`config.mk`:
```
export PLATFORM = sky130hd
export DESIGN_NAME = move_to_front_rank_table
export DESIGN_NICKNAME = d
export VERILOG_FILES = /design/src/sv/mtfrt_pkg.sv /design/src/sv/move_to_front_rank_table.sv /design/src/sv/mtfrt_ctrl.sv /design/src/sv/mtfrt_dp.sv
export SDC_FILE = /design/constraint.sdc
export NUM_CORES = 2
export LEC_CHECK = 0
export BUFFER_PORTS_ARGS = -buffer_cell sky130_fd_sc_hd__buf_2
export CORE_AREA = 2 2 521 523
export DETAILED_ROUTE_END_ITERATION = 8
export DIE_AREA = 0 0 523 525
export PLACE_DENSITY_LB_ADDON = 0.1
export SLEW_MARGIN = 20
export SYNTH_ARGS = -nofsm -noshare
export SYNTH_HDL_FRONTEND = slang
export SYNTH_SLANG_ARGS = --single-unit
```
`constraint.sdc`:
```
create_clock -name clk -period 4.9 [get_ports clk]
set_clock_uncertainty 0.2 [all_clocks]
set_input_delay 0 -clock clk [delete_from_list [all_inputs] [get_ports clk]]
set_output_delay 0 -clock clk [all_outputs]
set_load 0.02 [all_outputs]
```
`src/sv/mtfrt_pkg.sv`:
```
`timescale 1ns / 1ps
// ----------------------------------------------------------------------------
// mtfrt_pkg
// Shared types and constants for the move-to-front rank table.
// ----------------------------------------------------------------------------
package mtfrt_pkg;

	// field widths of one item
	localparam int ACT_W       = 2;
	localparam int COL_W       = 6;
	localparam int POS_W       = 17;
	localparam int IN_TDATA_W  = 8;
	localparam int OUT_TDATA_W = 24;

	// action codes carried in the input item
	typedef enum logic [ACT_W-1:0] {
		ACT_CLEAR = 2'd0,
		ACT_LOAD  = 2'd1,
		ACT_QUERY = 2'd2,
		ACT_NONE  = 2'd3
	} mtfrt_act_t;

	// controller to datapath
	typedef struct packed {
		logic latch;   // capture the incoming item and its selected position
		logic commit;  // apply the captured item to the table
	} mtfrt_cmd_t;

	// datapath to controller
	typedef struct packed {
		logic query_pend;  // captured item is a valid query with a result
		logic out_busy;    // output register holds an item not taken this cycle
	} mtfrt_sts_t;

endpackage

```
`src/sv/move_to_front_rank_table.sv`:
```
`timescale 1ns / 1ps
// ----------------------------------------------------------------------------
// move_to_front_rank_table
// Topmost position of each colour in a deck kept in move-to-front order.
// ----------------------------------------------------------------------------
// Each item passes through the IDLE and EXEC states: in the cycle it is
// accepted the queried colour's position is read from its cell (or count+1
// when absent) and captured; in EXEC that position is broadcast to every cell,
// which compares and increments in parallel, or the load or clear is applied.
// A query holds in EXEC while an earlier result still waits in the output
// register. A clear empties the whole table in a single commit, and reset leaves
// the table empty with no clearing pass. Invalid colours and unused actions
// are absorbed with no result.
module move_to_front_rank_table #(
	parameter int NUM_COLORS = 50,
	parameter int MAX_CARDS  = 65535
) (
	input  logic                                 clk,
	input  logic                                 arst_n,
	input  logic                                 s_tvalid,
	output logic                                 s_tready,
	input  logic [mtfrt_pkg::IN_TDATA_W-1:0]     s_tdata,   // action[1:0], color[7:2]
	output logic                                 m_tvalid,
	input  logic                                 m_tready,
	output logic [mtfrt_pkg::OUT_TDATA_W-1:0]    m_tdata    // position[16:0], zero pad
);
	import mtfrt_pkg::*;

	mtfrt_cmd_t cmd;
	mtfrt_sts_t sts;

	// sequence items
	mtfrt_ctrl u_ctrl (
		.clk      (clk),
		.arst_n   (arst_n),
		.s_tvalid (s_tvalid),
		.s_tready (s_tready),
		.sts      (sts),
		.cmd      (cmd)
	);

	// table and output register
	mtfrt_dp #(
		.NUM_COLORS (NUM_COLORS),
		.MAX_CARDS  (MAX_CARDS)
	) u_dp (
		.clk      (clk),
		.arst_n   (arst_n),
		.cmd      (cmd),
		.sts      (sts),
		.s_tdata  (s_tdata),
		.m_tvalid (m_tvalid),
		.m_tready (m_tready),
		.m_tdata  (m_tdata)
	);

endmodule

```
`src/sv/mtfrt_ctrl.sv`:
```
`timescale 1ns / 1ps
// ----------------------------------------------------------------------------
// mtfrt_ctrl
// Two-state controller: take an item, then commit it once the output side
// can take any result it makes.
// ----------------------------------------------------------------------------
module mtfrt_ctrl (
	input  logic                clk,
	input  logic                arst_n,
	input  logic                s_tvalid,
	output logic                s_tready,
	input  mtfrt_pkg::mtfrt_sts_t sts,
	output mtfrt_pkg::mtfrt_cmd_t cmd
);
	import mtfrt_pkg::*;

	typedef enum logic {
		ST_IDLE,
		ST_EXEC
	} state_t;

	state_t state_q;

	// accept only between items; commit unless a result would overwrite one
	assign s_tready   = (state_q == ST_IDLE);
	assign cmd.latch  = (state_q == ST_IDLE) && s_tvalid;
	assign cmd.commit = (state_q == ST_EXEC) && !(sts.query_pend && sts.out_busy);

	// advance state
	always_ff @(posedge clk or negedge arst_n) begin
		if (!arst_n) begin
			state_q <= ST_IDLE;
		end else begin
			unique case (state_q)
				ST_IDLE: begin
					if (cmd.latch) begin
						state_q <= ST_EXEC;
					end
				end
				ST_EXEC: begin
					if (cmd.commit) begin
						state_q <= ST_IDLE;
					end
				end
				default: begin
					state_q <= ST_IDLE;
				end
			endcase
		end
	end

endmodule

```
`src/sv/mtfrt_dp.sv`:
```
`timescale 1ns / 1ps
// ----------------------------------------------------------------------------
// mtfrt_dp
// Rank table datapath: per-colour position cells with parallel
// compare-and-increment, card counter and output register.
// ----------------------------------------------------------------------------
module mtfrt_dp #(
	parameter int NUM_COLORS = 50,
	parameter int MAX_CARDS  = 65535
) (
	input  logic                                 clk,
	input  logic                                 arst_n,
	input  mtfrt_pkg::mtfrt_cmd_t                cmd,
	output mtfrt_pkg::mtfrt_sts_t                sts,
	input  logic [mtfrt_pkg::IN_TDATA_W-1:0]     s_tdata,
	output logic                                 m_tvalid,
	input  logic                                 m_tready,
	output logic [mtfrt_pkg::OUT_TDATA_W-1:0]    m_tdata
);
	import mtfrt_pkg::*;

	localparam int CW   = $clog2(NUM_COLORS);
	localparam int CNTW = $clog2(MAX_CARDS + 1);
	localparam int PW   = $clog2(MAX_CARDS + 2);
	localparam int XW   = CW + COL_W;
	localparam logic [CNTW-1:0] CNT_MAX = CNTW'(MAX_CARDS);
	localparam logic [XW-1:0]   COL_MAX = XW'(NUM_COLORS);

	// table cells
	logic [PW-1:0]         top_q [NUM_COLORS];
	logic [NUM_COLORS-1:0] present_q;
	logic [CNTW-1:0]       count_q;

	// captured item
	mtfrt_act_t    act_s1;
	logic          ok_s1;
	logic [CW-1:0] idx_s1;
	logic [PW-1:0] pos_s1;

	// output register
	logic                   m_tvalid_q;
	logic [OUT_TDATA_W-1:0] m_tdata_q;

	// decode incoming item
	mtfrt_act_t    in_act;
	logic [XW-1:0] in_col;
	logic [XW-1:0] in_col_m1;
	logic [CW-1:0] in_idx;
	logic          in_ok;
	logic [PW-1:0] count_p1;
	logic [PW-1:0] in_pos;

	assign in_act    = mtfrt_act_t'(s_tdata[ACT_W-1:0]);
	assign in_col    = XW'(s_tdata[ACT_W +: COL_W]);
	assign in_col_m1 = in_col - XW'(1);
	assign in_idx    = in_col_m1[CW-1:0];
	assign in_ok     = (in_col != '0) && (in_col <= COL_MAX);
	assign count_p1  = PW'(count_q) + PW'(1);
	assign in_pos    = present_q[in_idx] ? top_q[in_idx] : count_p1;

	// result, masked to the output field width
	logic [PW+POS_W-1:0] pos_ext;
	assign pos_ext = {{POS_W{1'b0}}, pos_s1};

	logic query_ok;
	logic load_ok;
	assign query_ok = (act_s1 == ACT_QUERY) && ok_s1;
	assign load_ok  = (act_s1 == ACT_LOAD) && ok_s1 && (count_q != CNT_MAX);

	assign sts.query_pend = query_ok;
	assign sts.out_busy   = m_tvalid_q && !m_tready;

	assign m_tvalid = m_tvalid_q;
	assign m_tdata  = m_tdata_q;

	// capture item and its selected position
	always_ff @(posedge clk or negedge arst_n) begin
		if (!arst_n) begin
			act_s1 <= ACT_NONE;
			ok_s1  <= 1'b0;
		end else if (cmd.latch) begin
			act_s1 <= in_act;
			ok_s1  <= in_ok;
		end
	end

	always_ff @(posedge clk) begin
		if (cmd.latch) begin
			idx_s1 <= in_idx;
			pos_s1 <= in_pos;
		end
	end

	// card counter and presence marks
	always_ff @(posedge clk or negedge arst_n) begin
		if (!arst_n) begin
			count_q   <= '0;
			present_q <= '0;
		end else if (cmd.commit) begin
			if (act_s1 == ACT_CLEAR) begin
				count_q   <= '0;
				present_q <= '0;
			end else if (load_ok) begin
				count_q           <= count_q + CNTW'(1);
				present_q[idx_s1] <= 1'b1;
			end else if (query_ok) begin
				present_q[idx_s1] <= 1'b1;
			end
		end
	end

	// position cells: record on load, compare-and-increment on query
	always_ff @(posedge clk) begin
		if (cmd.commit) begin
			if (load_ok && !present_q[idx_s1]) begin
				top_q[idx_s1] <= count_p1;
			end else if (query_ok) begin
				for (int c = 0; c < NUM_COLORS; c++) begin
					if (CW'(c) == idx_s1) begin
						top_q[c] <= PW'(1);
					end else if (present_q[c] && (top_q[c] < pos_s1)) begin
						top_q[c] <= top_q[c] + PW'(1);
					end
				end
			end
		end
	end

	// hold result until taken
	always_ff @(posedge clk or negedge arst_n) begin
		if (!arst_n) begin
			m_tvalid_q <= 1'b0;
		end else if (cmd.commit && query_ok) begin
			m_tvalid_q <= 1'b1;
		end else if (m_tready) begin
			m_tvalid_q <= 1'b0;
		end
	end

	always_ff @(posedge clk) begin
		if (cmd.commit && query_ok) begin
			m_tdata_q <= OUT_TDATA_W'(pos_ext[POS_W-1:0]);
		end
	end

endmodule
```
==> results.cfg <==
[worst_setup_path]
end_kind = flop
regToRegSetupSlack_ns = 0.18
r2r-end = u_dp.top_q[16][11]
setup.worst_path.start_class = flop
critical_path_arrival_ns = 5.00
crit_required_ns = 5.18
path_class = reg -> reg
timing.reg2reg.worst_path_depth = 8
biggest_fanout_along_the_worst_timing_path = 18
rr_startpoint = u_dp.idx_s1[0]

[routing]
dr_total_vias = 70500
drt.antenna.violating_nets = 0
drt-vias-per-instance = 5.90
pre_antenna_drt_iters = 6
route.final.wire_length_mm = 385
post-route-drc-count = 0
drt-wirelength-per-cell_um = 32.2
detail_route.iter0.violations = 7427

[min_path]
hold_path_startpoint = s_tdata[2]
timing.hold.worst_endpoint = u_dp.idx_s1[0]
min_path_cells = 4
type_of_the_worst_min_delay_path = in -> reg

[clocking]
ctsHtreeMaxLevel = 4
post_cts_resized = 0
ctsLongestPathBuffers = 3
cts_inserted_buffers = 159
holdBufCountCts = 27
cts_tree = yes
clock_insertion_delay_worst_skew_ns = 0.86
clock_tree_root_driver_cell = sky130_fd_sc_hd__clkbuf_16
cts_num_sinks = 1199
clk_transition_reported_paths_ns = 0.06
postCtsSetupBuffers = 0

[sta]
post-route-period-util_pct = 96.4
fmax_mhz = 212
finalHoldWorstSlack_ns = 0.0522
worst-slew-pin-transition_ns = 1.23
maxSlewHeadroom_pct = 18.1
period_needed_ns = 4.72
hold_viol_final = 0
rsz0062_at_grt = false
setup-violations-final = 0
drv_slew = 0
setup_tns_ns = 0

[floorplanning]
core.rowCount = 191
initial_core_utilization_pct = 33.8
die_boundary_height_um = 525
die-area_um2 = 275000
ios = 38
core_area_um2 = 269000
fp.dieW_um = 523

[power]
clock_share_of_power_pct = 44.8
internal_power_w = 0.0189
p_switching_w = 0.00747
design_power_total_w = 0.0264
powerDensity_nw_per_um2 = 257
power.share.switching_pct = 28.3
power.share.sequential_pct = 43.0
irDropWorstVdd_uv = 324
p_leak_nw = 39.0
power.share.combinational_pct = 12.2

[placement]
dpl.cell_count = 11600
detailed_place.area_um2 = 96900
io_buffer_count = 30
hpwlAfterDp_mm = 260
globalplace.congestion = 0.963

[grt]
wire_length_of_the_first_global_routing_pass_mm = 538
global_route.usage.met1_pct = 38.1
grt_most_used_layer = met2
groute.usage.overall_pct = 27.4
grt-ovfl-total = 0
grt_pass1_vias = 68000
grt_antenna_before_repair = 20
grt_max_degree = 96
global_route.usage.met2_pct = 42.9
use_met3_pct = 3.80

[synthesis]
number_of_enable_type_register_cells_in_the_synthesized_netlist = 1128
cell_variety_after_synth = 80
postSynthRegisterBits = 1199
mapped_cells = 8119
seq_area_frac_synth_pct = 39.1
async_reset_ff_share_pct = 5.92
post_synth_instance_area_um2 = 91100
syn-mean-instance-area_um2 = 11.2
synth_warnings = 0
synth_ff_type = sky130_fd_sc_hd__edfxtp_1

[outcome]
run_status = complete, no violations

[final_layout]
finish.net_count = 9097
post_route_cells_drive_above_1_share_pct = 12.7
stdcell_area_um2 = 102000
layout.cells.non_filler = 11900
synthToLayoutAreaGrowth_pct = 12.5

[run]
max_cap_viol_count = 0
==> worst max-delay path by stage <==
| stage | from | endpoint | slack [ns] | depth (start not counted) |
|---|---|---|---|---|
| 2_1_floorplan | u_dp.idx_s1[1] | u_dp.top_q[20][0] | 0.79 | 9 |
| 3_3_place_gp | u_dp.idx_s1[0] | u_dp.top_q[22][3] | 0.38 | 8 |
| 3_5_place_dp | u_dp.idx_s1[0] | u_dp.top_q[16][3] | 0.33 | 8 |
| 4_1_cts | u_dp.idx_s1[0] | u_dp.top_q[22][1] | 0.25 | 8 |
| 5_1_grt | u_dp.idx_s1[0] | u_dp.top_q[16][9] | 0.13 | 8 |
| 6_report | u_dp.idx_s1[0] | u_dp.top_q[16][11] | 0.18 | 8 |
==> power groups by stage <==
stage                     registers (W)  logic, W  clock network (W)
after floorplan                  0.0115   0.00175                  0
after global placement           0.0116   0.00309                  0
after detailed placement         0.0116   0.00314                  0
after CTS                        0.0113   0.00317             0.0121
after global routing             0.0113   0.00340             0.0124
final                            0.0114   0.00321             0.0118
==> area by class of cell <==
| type | instances | area, µm² |
|---|---|---|
| antenna | 14 | 35.0 |
| clock buffer | 207 | 4230 |
| clock inverter | 85 | 946 |
| fill | 25900 | 167000 |
| inverter | 155 | 632 |
| multi-input combinational | 6359 | 53200 |
| sequential | 1199 | 35700 |
| tap | 3570 | 4470 |
| timing repair buffer | 357 | 3310 |
==> critical path, cell delays in order, from the launching register on <==
cell and delay (ns):
sky130_fd_sc_hd__edfxtp_1 1.16, sky130_fd_sc_hd__or2_2 0.89, sky130_fd_sc_hd__buf_4 0.25, sky130_fd_sc_hd__nor2_1 0.05, sky130_fd_sc_hd__buf_4 0.19, sky130_fd_sc_hd__nor4b_1 0.58
sky130_fd_sc_hd__o211ai_1 0.22, sky130_fd_sc_hd__a21oi_2 0.18, sky130_fd_sc_hd__a21o_1 0.58
==> cells in the final DEF (no fill, tap or decap), types with 30 or more instances in the layout <==
master                      instances
sky130_fd_sc_hd__nand2b_1          62
sky130_fd_sc_hd__nor2b_1           53
sky130_fd_sc_hd__clkbuf_16        159
sky130_fd_sc_hd__and2_1            30
sky130_fd_sc_hd__nand4_1          237
sky130_fd_sc_hd__and4_1            52
sky130_fd_sc_hd__clkbuf_1          41
sky130_fd_sc_hd__inv_1            134
sky130_fd_sc_hd__a22oi_1           30
sky130_fd_sc_hd__a22o_1            62
sky130_fd_sc_hd__a21oi_1          283
sky130_fd_sc_hd__dfrtp_1           69
sky130_fd_sc_hd__buf_12            50
sky130_fd_sc_hd__o21ai_0          130
sky130_fd_sc_hd__mux2i_1          855
sky130_fd_sc_hd__xnor2_1          330
sky130_fd_sc_hd__o211ai_1          38
sky130_fd_sc_hd__nor2_1           345
sky130_fd_sc_hd__and3_1           105
sky130_fd_sc_hd__nand3_1          344
sky130_fd_sc_hd__mux4_2           361
sky130_fd_sc_hd__ha_1             852
sky130_fd_sc_hd__nand2_1         1195
sky130_fd_sc_hd__edfxtp_1        1128
sky130_fd_sc_hd__xor2_1           422
sky130_fd_sc_hd__buf_4            252
sky130_fd_sc_hd__a21o_1           228
==> synth_stat cells (all sizes together) (65+ instances only) <==
cell       n  area [µm²]
a21o     228        1710
a21oi    302        1510
and3     105         657
buf      172        1160
clkbuf   238         895
dfrtp     69        1730
edfxtp  1128       33900
ha       854       10700
inv      152         573
mux2i    855        8560
mux4     369        8340
nand2   1198        4500
nand2b    65         407
nand3    344        1720
nand4    237        1480
nor2     358        1340
o21ai    135         676
xnor2    343        3000
xor2     425        3730
==> state kept, by name, indices dropped and copies added (netlist names) <==
register	count
u_dp.act_s1	2
u_ctrl.state_q	1
u_dp.pos_s1	17
u_dp.count_q	16
u_dp.m_tvalid	1
u_dp.m_tdata	17
u_dp.present_q	50
u_dp.ok_s1	1
u_dp.idx_s1	6
u_dp.top_q	1088
==> cell families (layout without fill, tap and decap cells) <==
family / count (synthesis) / in the layout / synth area share, %
and+or+nand+nor: 2546 / 2546 / 13.1
muxes: 1241 / 1241 / 18.8
DFF: 1199 / 1199 / 39.1
AOI/OAI and AO/OA: 943 / 943 / 6.99
adders and majority gates: 854 / 854 / 11.7
xor gates and xnor gates: 768 / 768 / 7.39
buffers and inverters: 567 / 804 / 2.91
other: 1 / 21 / 0.00412
==> metrics by stage <==
step	setup slack (ns)	util (%)
finish	0.177	38.0
global route	0.129	38.0
CTS	0.246	38.0
detailed placement	0.333	36.0
global placement	0.383	36.0
floorplan	0.791	-
==> per-layer routing <==
| metal | wire, µm | part of all wire, % | vias up |
|---|---|---|---|
| li1 | - | - | 30900 |
| met1 | 169000 | 44 | 36300 |
| met2 | 175000 | 45 | 2745 |
| met3 | 23700 | 6.2 | 633 |
| met4 | 16900 | 4.4 | 6 |
| met5 | 55 | 0.014 | - |
(Power assumes the default switching activity.)
